**config.mk**
```make
export PLATFORM = sky130hd
export DESIGN_NAME = wrc_ctrl
export DESIGN_NICKNAME = d
export VERILOG_FILES = /design/src/rtl/wrc_pkg.sv /design/src/rtl/wrc_ctrl.sv
export SDC_FILE = /design/constraint.sdc
export NUM_CORES = 1
export LEC_CHECK = 0
export ABC_AREA = 1
export BUFFER_PORTS_ARGS = -buffer_cell sky130_fd_sc_hd__buf_4
export CAP_MARGIN = 10
export CORE_AREA = 3 3 40 42
export DETAILED_ROUTE_END_ITERATION = 8
export DIE_AREA = 0 0 43 45
export PLACE_DENSITY = 0.39
export SLEW_MARGIN = 0
export SYNTH_ARGS = -nofsm -noshare
export SYNTH_HDL_FRONTEND = slang
export SYNTH_SLANG_ARGS = --single-unit
```
**constraint.sdc**
```tcl
create_clock -name clk -period 1.1 [get_ports clk]
set_input_delay 0.055 -clock clk [delete_from_list [all_inputs] [get_ports clk]]
set_output_delay 0.055 -clock clk [all_outputs]
set_load 0.1 [all_outputs]
```
**src/rtl/wrc_pkg.sv**
```systemverilog
// Shared types, constants and SHA-256 helpers for the watermark record checker.
// Used by the datapath, the controller and the top level.
package wrc_pkg;

  localparam int RecLen  = 33;
  localparam int SumSpan = 29;
  localparam int CntW    = 6;

  localparam logic [7:0] Magic0 = 8'h4E;
  localparam logic [7:0] Magic1 = 8'h58;
  localparam logic [7:0] Magic2 = 8'h57;
  localparam logic [7:0] Magic3 = 8'h4D;

  localparam logic [1:0] StatusOk       = 2'd0;
  localparam logic [1:0] StatusShort    = 2'd1;
  localparam logic [1:0] StatusBadMagic = 2'd2;
  localparam logic [1:0] StatusBadSum   = 2'd3;

  typedef enum logic [2:0] {
    ST_COLLECT, ST_INIT, ST_ROUND, ST_DONE, ST_OUT
  } state_t;

  typedef struct packed {
    logic store_byte;
    logic clear_count;
    logic hash_init;
    logic hash_round;
    logic load_result;
  } cmd_t;

  typedef struct packed {
    logic       count_full;
    logic       round_last;
    logic       magic_ok;
  } stat_t;

  typedef struct packed {
    logic [7:0] record_byte;
    logic       last_byte;
  } in_word_t;

  typedef struct packed {
    logic [1:0]         status;
    logic [63:0]        user_hash;
    logic [63:0]        device_hash;
    logic signed [63:0] stamp;
  } out_word_t;

  function automatic logic [31:0] sha_k(input logic [5:0] t);
    logic [31:0] k [64];
    k = '{
      32'h428a2f98, 32'h71374491, 32'hb5c0fbcf, 32'he9b5dba5, 32'h3956c25b, 32'h59f111f1,
      32'h923f82a4, 32'hab1c5ed5, 32'hd807aa98, 32'h12835b01, 32'h243185be, 32'h550c7dc3,
      32'h72be5d74, 32'h80deb1fe, 32'h9bdc06a7, 32'hc19bf174, 32'he49b69c1, 32'hefbe4786,
      32'h0fc19dc6, 32'h240ca1cc, 32'h2de92c6f, 32'h4a7484aa, 32'h5cb0a9dc, 32'h76f988da,
      32'h983e5152, 32'ha831c66d, 32'hb00327c8, 32'hbf597fc7, 32'hc6e00bf3, 32'hd5a79147,
      32'h06ca6351, 32'h14292967, 32'h27b70a85, 32'h2e1b2138, 32'h4d2c6dfc, 32'h53380d13,
      32'h650a7354, 32'h766a0abb, 32'h81c2c92e, 32'h92722c85, 32'ha2bfe8a1, 32'ha81a664b,
      32'hc24b8b70, 32'hc76c51a3, 32'hd192e819, 32'hd6990624, 32'hf40e3585, 32'h106aa070,
      32'h19a4c116, 32'h1e376c08, 32'h2748774c, 32'h34b0bcb5, 32'h391c0cb3, 32'h4ed8aa4a,
      32'h5b9cca4f, 32'h682e6ff3, 32'h748f82ee, 32'h78a5636f, 32'h84c87814, 32'h8cc70208,
      32'h90befffa, 32'ha4506ceb, 32'hbef9a3f7, 32'hc67178f2};
    return k[t];
  endfunction

  localparam logic [31:0] HInit [8] = '{
    32'h6a09e667, 32'hbb67ae85, 32'h3c6ef372, 32'ha54ff53a,
    32'h510e527f, 32'h9b05688c, 32'h1f83d9ab, 32'h5be0cd19};

  function automatic logic [31:0] rotr(input logic [31:0] x, input int n);
    return (x >> n) | (x << (32 - n));
  endfunction

endpackage

```
**src/rtl/wrc_ctrl.sv**
```systemverilog
// Sequencer: takes bytes, runs 64 hash rounds on the final byte, holds result.
// Depends on wrc_pkg.
module wrc_ctrl (
  input  logic            clk,
  input  logic            rst,
  input  logic            in_valid,
  input  logic            in_last,
  output logic            in_ready,
  output logic            out_valid,
  input  logic            out_ready,
  input  wrc_pkg::stat_t  stat,
  output wrc_pkg::cmd_t   cmd
);

  wrc_pkg::state_t state, state_next;

  always_ff @(posedge clk) begin
    if (rst) state <= wrc_pkg::ST_COLLECT;
    else state <= state_next;
  end

  always_comb begin
    state_next = state;
    case (state)
      wrc_pkg::ST_COLLECT: if (in_valid && in_last) state_next = wrc_pkg::ST_INIT;
      wrc_pkg::ST_INIT:    state_next = wrc_pkg::ST_ROUND;
      wrc_pkg::ST_ROUND:   if (stat.round_last) state_next = wrc_pkg::ST_DONE;
      wrc_pkg::ST_DONE:    state_next = wrc_pkg::ST_OUT;
      wrc_pkg::ST_OUT:     if (out_ready) state_next = wrc_pkg::ST_COLLECT;
      default:             state_next = wrc_pkg::ST_COLLECT;
    endcase
  end

  always_comb begin
    cmd = '0;
    in_ready = 1'b0;
    out_valid = 1'b0;
    case (state)
      wrc_pkg::ST_COLLECT: begin
        in_ready = 1'b1;
        cmd.store_byte = in_valid;
      end
      wrc_pkg::ST_INIT:  cmd.hash_init = 1'b1;
      wrc_pkg::ST_ROUND: cmd.hash_round = 1'b1;
      wrc_pkg::ST_DONE: begin
        cmd.load_result = 1'b1;
        cmd.clear_count = 1'b1;
      end
      wrc_pkg::ST_OUT:   out_valid = 1'b1;
      default: ;
    endcase
  end

endmodule

```
==> qor.tcl <==
set qor(outcome) {finished, violations left}
set qor(violations) {setup timing}
set qor(cp-start-kind) {flop}
set qor(biggestRegsByFlops) {state x3}
set qor(first_pass_grt_wire_length_um) 1160
set qor(initial_core_util) 0.168
set qor(antenna_viol_nets_final) 0
set qor(worst_clock_skew_ns) 0.000751
set qor(hold_path.class) {input pin to flop}
set qor(fin_nets) 61
set qor(design_power_total_mw) 1.10
set qor(post_route_clock_period_utilization) 1.06
set qor(report.final.hold_viol_count) 0
set qor(critical_path_arrival_ns) 1.11
set qor(first_global_vias) 265
set qor(synthesized_netlist_cell_count) 32
set qor(critPathSlowestCell) {dfxtp_2}
set qor(via_count) 258
set qor(p_per_area_nw_per_um2) 2110
set qor(die-area_um2) 1940
set qor(syn_avg_cell_area_um2) 6.76
set qor(critical-path-max-stage-delay_ns) 0.33
set qor(finalMaxSlewViolations) 0
set qor(fin_area_um2) 520
set qor(max_flop_register) {state}
set qor(timing.fmax_mhz) 858
set qor(rows) 13
set qor(die_h_um) 45
set qor(worst_skew_pair.late_latency_ns) 0.24
set qor(share_of_the_synthesized_area_in_the_top_cell_type) 0.277
set qor(synth.yosys.seq_area_share) 0.277
set qor(tritoncts_clock_tree) {yes}
set qor(count_of_maximum_capacitance_violations) 0
set qor(path_cells) {buf_6 > nor3_4 > buf_12}
set qor(postPlaceCellArea_um2) 365
set qor(layout.core_utilization) 0.405
set qor(tritoncts.num_buffers) 3
set qor(synthSimpleGateAreaFrac) 0.422
set qor(netlist_top_cells_area) {dfxtp_1 28%, nor2_2 12%, inv_1 10%}
set qor(reg2reg_depth) 5
set qor(antenna_violations_before_repair) 0
set qor(cts_htree_levels) 1
set qor(synth-warning-count) 0
set qor(final_weighted_congestion_in_routability_driven_placement) 0.721
set qor(largest_register_ffs) 3
set qor(reg2reg_setup_slack_ns) 0.13
set qor(clockBufferDepth) 2
set qor(timing.final.ws_setup_ns) -0.0653
set qor(vdd.ir_drop.worst_uv) 604
set qor(synth_largest_area_cell) {dfxtp_1}
set qor(dr.first_iter.drc_count) 2
set qor(p_leak_nw) 0.241
set qor(numPortBuffers) 12
set qor(pin_count_of_the_biggest_net_entering_global_routing) 7
set qor(global_route.usage.total) 0.0833
set qor(drc) 0
set qor(crit_required_ns) 1.04
set qor(n_fill_cell) 123
set qor(post_synth_xor_area_fraction) 0
set qor(worst_slew_margin_rel) 0.881
set qor(synth-compound-area-share) 0.0578
set qor(ys_seq_elements) 3
set qor(die-width_um) 43
set qor(avgViaCountPerCell) 3.85
set qor(clock_tree.root_cell) {clkbuf_4}
set qor(drt_pass1_iterations) 2
set qor(min_period_ns) 1.17
set qor(combinational_family_with_the_most_area_after_synthesis) {simple AND/OR/NAND/NOR gates}
set qor(rsz0062_at_grt) {true}
set qor(globalRouteOverflowTotal) 0
set qor(cp-end-kind) {output port}
set qor(final_cell_count_no_fill) 67
set qor(fin_setup_tns_ns) -0.364
set qor(io_pins) 15
set qor(wirelength_um) 687
set qor(post_synth_instance_area_um2) 216
set qor(synth_fa_ha_area_frac) 0
set qor(timing_worst_setup_path_type) {flop to output port}
set qor(tightest_slew_ns) 0.177
set qor(dp.cells) 60
set qor(share_of_layout_cells_above_drive_strength_1) 0.712
set qor(worst_setup_hold_path_clk_slew_ns) 0.04
set qor(critical_path_fanout_max) 3
set qor(synth_nets) 40
set qor(pre_cts_slack_ns) 0.0264
set qor(synth.area.mux_share) 0
set qor(hold_path_depth) 4
set qor(areaGrowthSynthToFinish_pct) 140
set qor(hold_slack_ns) 0.111
set qor(timing.final.setup_violations) 7
set qor(yosysUniqueCellTypes) 15
set qor(fp.coreArea_um2) 1280
set qor(antenna_cells_inserted) 0
set qor(routed_wire_length_per_instance_um) 10.3
set qor(tritoncts_num_sinks) 3
[layout by cell type, fill, tap and decap left out]
master	synthesis	routed
dlygate4sd3_1	0	1
nand2_1	5	4
inv_2	1	3
inv_4	0	1
dfxtp_4	0	1
clkbuf_1	0	1
nand3_2	1	1
a21oi_1	1	1
o21a_1	1	1
buf_6	1	2
nand3b_1	1	1
buf_4	2	9
nand2_2	0	1
nand3_1	3	3
dfxtp_2	0	2
inv_1	6	3
nor2_2	4	2
nor2_4	0	3
nor3_4	0	1
buf_12	0	7
and3_4	0	1
clkbuf_4	0	3
[power by group]
| part | leakage [nW] | internal (mW) | switching (mW) |
|---|---|---|---|
| clock | 0.0150 | 0.136 | 0.0597 |
| sequential | 0.0261 | 0.131 | 0.0262 |
| combinational | 0.200 | 0.295 | 0.450 |
[per-layer routing]
metal / track usage / wire length (um) / share of wire / vias up
li1: - / - / - / 135
met1: 0.0867 / 231 / 0.34 / 114
met2: 0.141 / 395 / 0.57 / 7
met3: 0.0438 / 43 / 0.063 / 2
met4: 0.0361 / 17 / 0.025 / 0
met5: 0 / 0 / 0 / -
[worst max-delay path, delay by kind of cell (launching register included)]
family,cells,cell delay [ns]
buffers and inverters,2,0.33
flip-flops,1,0.33
AND/OR/NAND/NOR,1,0.21
[synthesized netlist by cell type]
| master | instances |
|---|---|
| inv_1 | 6 |
| nand2_1 | 5 |
| nor2_2 | 4 |
| dfxtp_1 | 3 |
| nand3_1 | 3 |
| buf_4 | 2 |
| a21oi_1 | 1 |
| and3_1 | 1 |
| buf_6 | 1 |
| inv_2 | 1 |
| nand3_2 | 1 |
| nand3b_1 | 1 |
| nor2_1 | 1 |
| nor3_1 | 1 |
| o21a_1 | 1 |
[cell type report]
type,count,area [um^2],area share
Tap cell,15,18.8,0.0361
Inverter,7,28.8,0.0553
Clock buffer,4,26.3,0.0505
Multi-Input combinational cell,19,140,0.269
Timing Repair Buffer,19,240,0.462
Sequential cell,3,66.3,0.127
[cell families (layout without fill, tap and decap cells)]
| group | Yosys count | count (layout) |
|---|---|---|
| buffers and inverters | 10 | 30 |
| and+or+nand+nor | 17 | 17 |
| DFF | 3 | 3 |
| AOI/OAI and AO/OA | 2 | 2 |
[path summary, 6_finish.rpt]
kind | startpoint | to
setup / recovery | state[0] | out_valid
hold / removal | out_ready | state[2]
setup reg to reg | state[0] | state[1]
hold reg to reg | state[2] | state[2]
[what timing repair did]
item,in CTS,in global routing
buffers inserted,1,1
hold endpoints to repair,1,0
gates resized for setup,27,0
setup endpoints to repair,7,7
pin swaps,2,1
hold buffers,1,0
Note: power is estimated with default switching activity, not from simulation.
