File: config.mk
export PLATFORM = sky130hd
export DESIGN_NAME = wrc_datapath
export DESIGN_NICKNAME = d
export VERILOG_FILES = /design/src/rtl/wrc_pkg.sv /design/src/rtl/wrc_datapath.sv
export SDC_FILE = /design/constraint.sdc
export NUM_CORES = 2
export LEC_CHECK = 0
export ABC_AREA = 0
export ABC_CLOCK_PERIOD_IN_PS = 19100
export BUFFER_PORTS_ARGS = -buffer_cell sky130_fd_sc_hd__buf_2
export CAP_MARGIN = 20
export CORE_ASPECT_RATIO = 1.25
export CORE_MARGIN = 2
export CORE_UTILIZATION = 45
export CTS_CLUSTER_SIZE = 28
export DETAILED_ROUTE_END_ITERATION = 8
export PLACE_DENSITY = 0.66
export SLEW_MARGIN = 10
export SYNTH_ARGS = -nofsm -noshare
export SYNTH_HDL_FRONTEND = slang
export SYNTH_SLANG_ARGS = --single-unit
export TNS_END_PERCENT = 50
File: constraint.sdc
create_clock -name clk -period 19.1 [get_ports clk]
set_input_delay 0 -clock clk [delete_from_list [all_inputs] [get_ports clk]]
set_output_delay 0 -clock clk [all_outputs]
set_load 0.05 [all_outputs]
File: src/rtl/wrc_pkg.sv
// Shared types, constants and SHA-256 helpers for the watermark record checker.
// Used by the datapath, the controller and the top level.
package wrc_pkg;

  localparam int RecLen  = 33;
  localparam int SumSpan = 29;
  localparam int CntW    = 6;

  localparam logic [7:0] Magic0 = 8'h4E;
  localparam logic [7:0] Magic1 = 8'h58;
  localparam logic [7:0] Magic2 = 8'h57;
  localparam logic [7:0] Magic3 = 8'h4D;

  localparam logic [1:0] StatusOk       = 2'd0;
  localparam logic [1:0] StatusShort    = 2'd1;
  localparam logic [1:0] StatusBadMagic = 2'd2;
  localparam logic [1:0] StatusBadSum   = 2'd3;

  typedef enum logic [2:0] {
    ST_COLLECT, ST_INIT, ST_ROUND, ST_DONE, ST_OUT
  } state_t;

  typedef struct packed {
    logic store_byte;
    logic clear_count;
    logic hash_init;
    logic hash_round;
    logic load_result;
  } cmd_t;

  typedef struct packed {
    logic       count_full;
    logic       round_last;
    logic       magic_ok;
  } stat_t;

  typedef struct packed {
    logic [7:0] record_byte;
    logic       last_byte;
  } in_word_t;

  typedef struct packed {
    logic [1:0]         status;
    logic [63:0]        user_hash;
    logic [63:0]        device_hash;
    logic signed [63:0] stamp;
  } out_word_t;

  function automatic logic [31:0] sha_k(input logic [5:0] t);
    logic [31:0] k [64];
    k = '{
      32'h428a2f98, 32'h71374491, 32'hb5c0fbcf, 32'he9b5dba5, 32'h3956c25b, 32'h59f111f1,
      32'h923f82a4, 32'hab1c5ed5, 32'hd807aa98, 32'h12835b01, 32'h243185be, 32'h550c7dc3,
      32'h72be5d74, 32'h80deb1fe, 32'h9bdc06a7, 32'hc19bf174, 32'he49b69c1, 32'hefbe4786,
      32'h0fc19dc6, 32'h240ca1cc, 32'h2de92c6f, 32'h4a7484aa, 32'h5cb0a9dc, 32'h76f988da,
      32'h983e5152, 32'ha831c66d, 32'hb00327c8, 32'hbf597fc7, 32'hc6e00bf3, 32'hd5a79147,
      32'h06ca6351, 32'h14292967, 32'h27b70a85, 32'h2e1b2138, 32'h4d2c6dfc, 32'h53380d13,
      32'h650a7354, 32'h766a0abb, 32'h81c2c92e, 32'h92722c85, 32'ha2bfe8a1, 32'ha81a664b,
      32'hc24b8b70, 32'hc76c51a3, 32'hd192e819, 32'hd6990624, 32'hf40e3585, 32'h106aa070,
      32'h19a4c116, 32'h1e376c08, 32'h2748774c, 32'h34b0bcb5, 32'h391c0cb3, 32'h4ed8aa4a,
      32'h5b9cca4f, 32'h682e6ff3, 32'h748f82ee, 32'h78a5636f, 32'h84c87814, 32'h8cc70208,
      32'h90befffa, 32'ha4506ceb, 32'hbef9a3f7, 32'hc67178f2};
    return k[t];
  endfunction

  localparam logic [31:0] HInit [8] = '{
    32'h6a09e667, 32'hbb67ae85, 32'h3c6ef372, 32'ha54ff53a,
    32'h510e527f, 32'h9b05688c, 32'h1f83d9ab, 32'h5be0cd19};

  function automatic logic [31:0] rotr(input logic [31:0] x, input int n);
    return (x >> n) | (x << (32 - n));
  endfunction

endpackage

File: src/rtl/wrc_datapath.sv
// Record store, byte counter, SHA-256 round unit and result register.
// Depends on wrc_pkg.
module wrc_datapath (
  input  logic              clk,
  input  logic              rst,
  input  wrc_pkg::cmd_t     cmd,
  output wrc_pkg::stat_t    stat,
  input  logic [7:0]        record_byte,
  output logic [1:0]        status,
  output logic [63:0]       user_hash,
  output logic [63:0]       device_hash,
  output logic [63:0]       stamp
);

  // Bytes 0..28 sit in the store; bytes 29..32 shift into the check word.
  logic [7:0]  store [wrc_pkg::SumSpan];
  logic [wrc_pkg::CntW-1:0] byte_count;
  logic [5:0]  round_index;
  logic [31:0] sched [16];
  logic [31:0] v [8];
  logic [31:0] w, blk_w, w15, w2, s0, s1, ch, mj, t1, t2;
  logic [31:0] want;
  logic [7:0]  blk [64];
  logic        short_q;

  assign stat.count_full = (byte_count == 6'(wrc_pkg::RecLen));
  assign stat.round_last = (round_index == 6'd63);
  assign stat.magic_ok = store[0] == wrc_pkg::Magic0 && store[1] == wrc_pkg::Magic1 &&
                         store[2] == wrc_pkg::Magic2 && store[3] == wrc_pkg::Magic3;

  // Padded message block: bytes 0..28, then the end marker and the bit length.
  always_comb begin
    for (int i = 0; i < 64; i++) blk[i] = 8'h00;
    for (int i = 0; i < wrc_pkg::SumSpan; i++) blk[i] = store[i];
    blk[wrc_pkg::SumSpan] = 8'h80;
    blk[62] = 8'(((wrc_pkg::SumSpan * 8) >> 8));
    blk[63] = 8'((wrc_pkg::SumSpan * 8));
  end

  always_comb begin
    blk_w = {blk[{round_index[3:0], 2'd0}], blk[{round_index[3:0], 2'd1}],
             blk[{round_index[3:0], 2'd2}], blk[{round_index[3:0], 2'd3}]};
    w15 = sched[4'(round_index - 6'd15)];
    w2  = sched[4'(round_index - 6'd2)];
    s0 = wrc_pkg::rotr(w15, 7) ^ wrc_pkg::rotr(w15, 18) ^ (w15 >> 3);
    s1 = wrc_pkg::rotr(w2, 17) ^ wrc_pkg::rotr(w2, 19) ^ (w2 >> 10);
    if (round_index < 6'd16) w = blk_w;
    else w = sched[round_index[3:0]] + s0 + sched[4'(round_index - 6'd7)] + s1;
    ch = (v[4] & v[5]) ^ (~v[4] & v[6]);
    t1 = v[7] + (wrc_pkg::rotr(v[4], 6) ^ wrc_pkg::rotr(v[4], 11) ^ wrc_pkg::rotr(v[4], 25))
         + ch + wrc_pkg::sha_k(round_index) + w;
    mj = (v[0] & v[1]) ^ (v[0] & v[2]) ^ (v[1] & v[2]);
    t2 = (wrc_pkg::rotr(v[0], 2) ^ wrc_pkg::rotr(v[0], 13) ^ wrc_pkg::rotr(v[0], 22)) + mj;
  end

  always_ff @(posedge clk) begin
    if (rst) begin
      byte_count <= '0;
      round_index <= '0;
    end else begin
      if (cmd.clear_count) byte_count <= '0;
      else if (cmd.store_byte && !stat.count_full) byte_count <= byte_count + 6'd1;
      if (cmd.hash_init) round_index <= '0;
      else if (cmd.hash_round) round_index <= round_index + 6'd1;
    end
  end

  always_ff @(posedge clk) begin
    if (cmd.store_byte && !stat.count_full) begin
      if (byte_count < 6'(wrc_pkg::SumSpan)) store[byte_count[4:0]] <= record_byte;
      else want <= {want[23:0], record_byte};
    end
    if (cmd.hash_init) begin
      for (int i = 0; i < 8; i++) v[i] <= wrc_pkg::HInit[i];
      short_q <= !stat.count_full;
    end else if (cmd.hash_round) begin
      sched[round_index[3:0]] <= w;
      v[7] <= v[6]; v[6] <= v[5]; v[5] <= v[4]; v[4] <= v[3] + t1;
      v[3] <= v[2]; v[2] <= v[1]; v[1] <= v[0]; v[0] <= t1 + t2;
    end
    if (cmd.load_result) begin
      user_hash <= '0; device_hash <= '0; stamp <= '0;
      if (short_q) status <= wrc_pkg::StatusShort;
      else if (!stat.magic_ok) status <= wrc_pkg::StatusBadMagic;
      else if (wrc_pkg::HInit[0] + v[0] != want) status <= wrc_pkg::StatusBadSum;
      else begin
        status <= wrc_pkg::StatusOk;
        for (int i = 0; i < 8; i++) begin
          user_hash[63-8*i -: 8] <= store[5+i];
          device_hash[63-8*i -: 8] <= store[13+i];
          stamp[63-8*i -: 8] <= store[21+i];
        end
      end
    end
  end

endmodule

==> results.sh <==
export IMPL_holdBufCountCts=16
export IMPL_netlist_area_um2=72800
export IMPL_die_y_um=454
export IMPL_clock_sinks=1243
export IMPL_fin_skew_ps=53.5
export IMPL_place_inst=7274
export IMPL_grt_start_max_net_pins=117
export IMPL_synth_seq_cells=1243
export IMPL_clock_fmax_mhz=69.7
export IMPL_antenna_found_initial=5
export IMPL_final_common_cell="edfxtp_1"
export IMPL_r2r_cells=47
export IMPL_met3_usage_pct=4.95
export IMPL_dr_first_iter_drc_count=6065
export IMPL_hp_class="in2reg"
export IMPL_busiest_layer="met2"
export IMPL_wire_per_inst_um=30.3
export IMPL_via_per_inst=6.24
export IMPL_insertion_delay_ps=810
export IMPL_cts_buffers=133
export IMPL_rsz0062_at_grt="no"
export IMPL_avgSynthCellArea_um2=14.2
export IMPL_clk_pin_slew_worst_paths_ps=60
export IMPL_ys_top_cells_by_area="edfxtp_1 (51%), mux4_2 (17%), fa_1 (5.2%)"
export IMPL_relSlewSlack_pct=20.0
export IMPL_synth_cell_types=86
export IMPL_whs_ps=65.2
export IMPL_ys_warnings_count=0
export IMPL_worstPathArrival_ps=15000
export IMPL_die_width_um=364
export IMPL_finalCriticalPeriod_ps=14360
export IMPL_cts_tree="yes"
export IMPL_synthArstFlopShare_pct=0
export IMPL_outcome="finished, final reports clean"
export IMPL_first_pass_iters=7
export IMPL_grt_pass1_vias=46300
export IMPL_post_cts_buffers=0
export IMPL_grt_use_total_pct=27.6
export IMPL_placementRows=165
export IMPL_synth_top_area_share_pct=50.6
export IMPL_syn_nets=5496
export IMPL_place_hpwl_um=159000
export IMPL_post_cts_resized=0
export IMPL_wl_um=228000
export IMPL_start_util_pct=45.2
export IMPL_cp_required_ps=19740
export IMPL_synth_edf_count=1227
export IMPL_io_pins=212
export IMPL_endpoint_kind="flop"
export IMPL_cts_root_buf="clkbuf_16"
export IMPL_crit_path_top_delay_cell="dfxtp_4"
export IMPL_h_tree_depth=4
export IMPL_final_period_utilization_pct=75.2
export IMPL_start_kind="flop"
export IMPL_io_buffers=211
export IMPL_num_nets_final=5624
export IMPL_synth_area_leader_cell="edfxtp_1"
export IMPL_maxSlewViolCount=0
export IMPL_drive_gt1_share_pct=20.9
export IMPL_setup_viol=0
export IMPL_crit_fanout=70
export IMPL_fin_setup_tns_ps=0
export IMPL_die_area_um2=165000
export IMPL_drv_cap=0
export IMPL_hold_path_depth=2
export IMPL_drc=0
export IMPL_critPathKind="reg2reg"
export IMPL_final_cell_mix="edfxtp_1 (1227), mux4_2 (548), inv_1 (359)"
export IMPL_cpMostUsedCell="fa_1"
export IMPL_met1_usage_pct=35.1
export IMPL_max_slew_worst_pin_slew_ps=1190
export IMPL_synthCells=5130
export IMPL_vias=47000
export IMPL_hold_violations=0
export IMPL_synth_seq_area_share_pct=51.0
export IMPL_gp_congestion=1.00
export IMPL_clk_path_buf_depth=3
export IMPL_antenna_left=0
export IMPL_final_cells=7531
export IMPL_area_delta_synth_final_pct=10.8
export IMPL_coreArea_um2=161000
export IMPL_met2_usage_pct=44.6
export IMPL_grt_pass1_wl_um=327000
export IMPL_overflow=0
export IMPL_cp_slowest_stage_delay_ps=870
export IMPL_synth_ff_type="edfxtp_1"
area by class of cell:
type / instances / area (um2)
fillers: 13600 / 80500
clock buffers: 167 / 3490
inverters: 365 / 1370
clock inverters: 69 / 679
repair buffers: 323 / 2050
well taps: 2171 / 2720
multi-input cells: 3192 / 33200
diodes: 1 / 2.50
flip-flops and latches: 1243 / 37200
registers in the layout, summed over array words and instances, names as in the netlist, named ones only:
signal	count
byte_count	6
device_hash	64
round_index	6
sched	512
short_q	1
stamp	64
status	2
store	232
user_hash	64
v	256
want	32
per-stage QoR:
stage	instance area [um2]	util (%)	worst slack (ps)
floorplan	72800	-	5590
global placement	76300	47.3	4880
detailed placement	76300	47.3	4810
CTS	80600	50.0	4750
global route	80700	50.1	4010
finish	80700	50.1	4740
worst max-delay path, delay by kind of cell, from the launching register on:
kind / cells / cell delay, ps
simple gates: 6 / 1290
mux: 1 / 710
xor+xnor: 5 / 1250
compound gates: 15 / 3290
fa+ha+maj: 11 / 4910
buf+inv: 9 / 1820
flops: 1 / 870
cell families (layout without fill, tap and decap cells):
family	after synthesis	count (layout)	synth area share [%]
flip-flops	1243	1243	51.0
AND/OR/NAND/NOR	1027	1027	7.37
AO/OA/AOI/OAI	771	771	6.77
buffers and inverters	695	924	3.65
multiplexers	631	631	18.2
XOR/XNOR	410	410	4.99
adder cells (fa/ha/maj)	353	353	8.01
other	0	1	0
Yosys cell counts (all sizes together), types with 129 or more instances:
cell type and instances:
a21oi 177, and2 291, clkbuf 233, edfxtp 1227, fa 189, ha 162, inv 361, mux4 550
nand2 203, nand2b 129, nor2 207, o21ai 217, xnor2 276, xor2 132
path summary, 6_finish.rpt:
kind              slack [ps]                        start                endpoint
hold reg to reg          480           want[18]$_DFFE_PP_      want[26]$_DFFE_PP_
setup / recovery        4740  round_index[0]$_SDFFE_PP0P_  v[0][31]$_SDFFCE_PN0P_
hold / removal            70                       cmd[2]       short_q$_DFFE_PP_
setup reg to reg        4740  round_index[0]$_SDFFE_PP0P_  v[0][31]$_SDFFCE_PN0P_
routing by layer:
layer,part of all wire [%],vias to the layer above,wire length (um)
met4,6.7,4,15400
li1,-,19600,-
met3,8.6,573,19600
met2,48,2718,109000
met1,37,24100,83600
met5,0.016,-,36
Power is left out: the tool's default activity adds up to more than one toggle a clock period on the data nets, which glitch-free logic cannot reach.
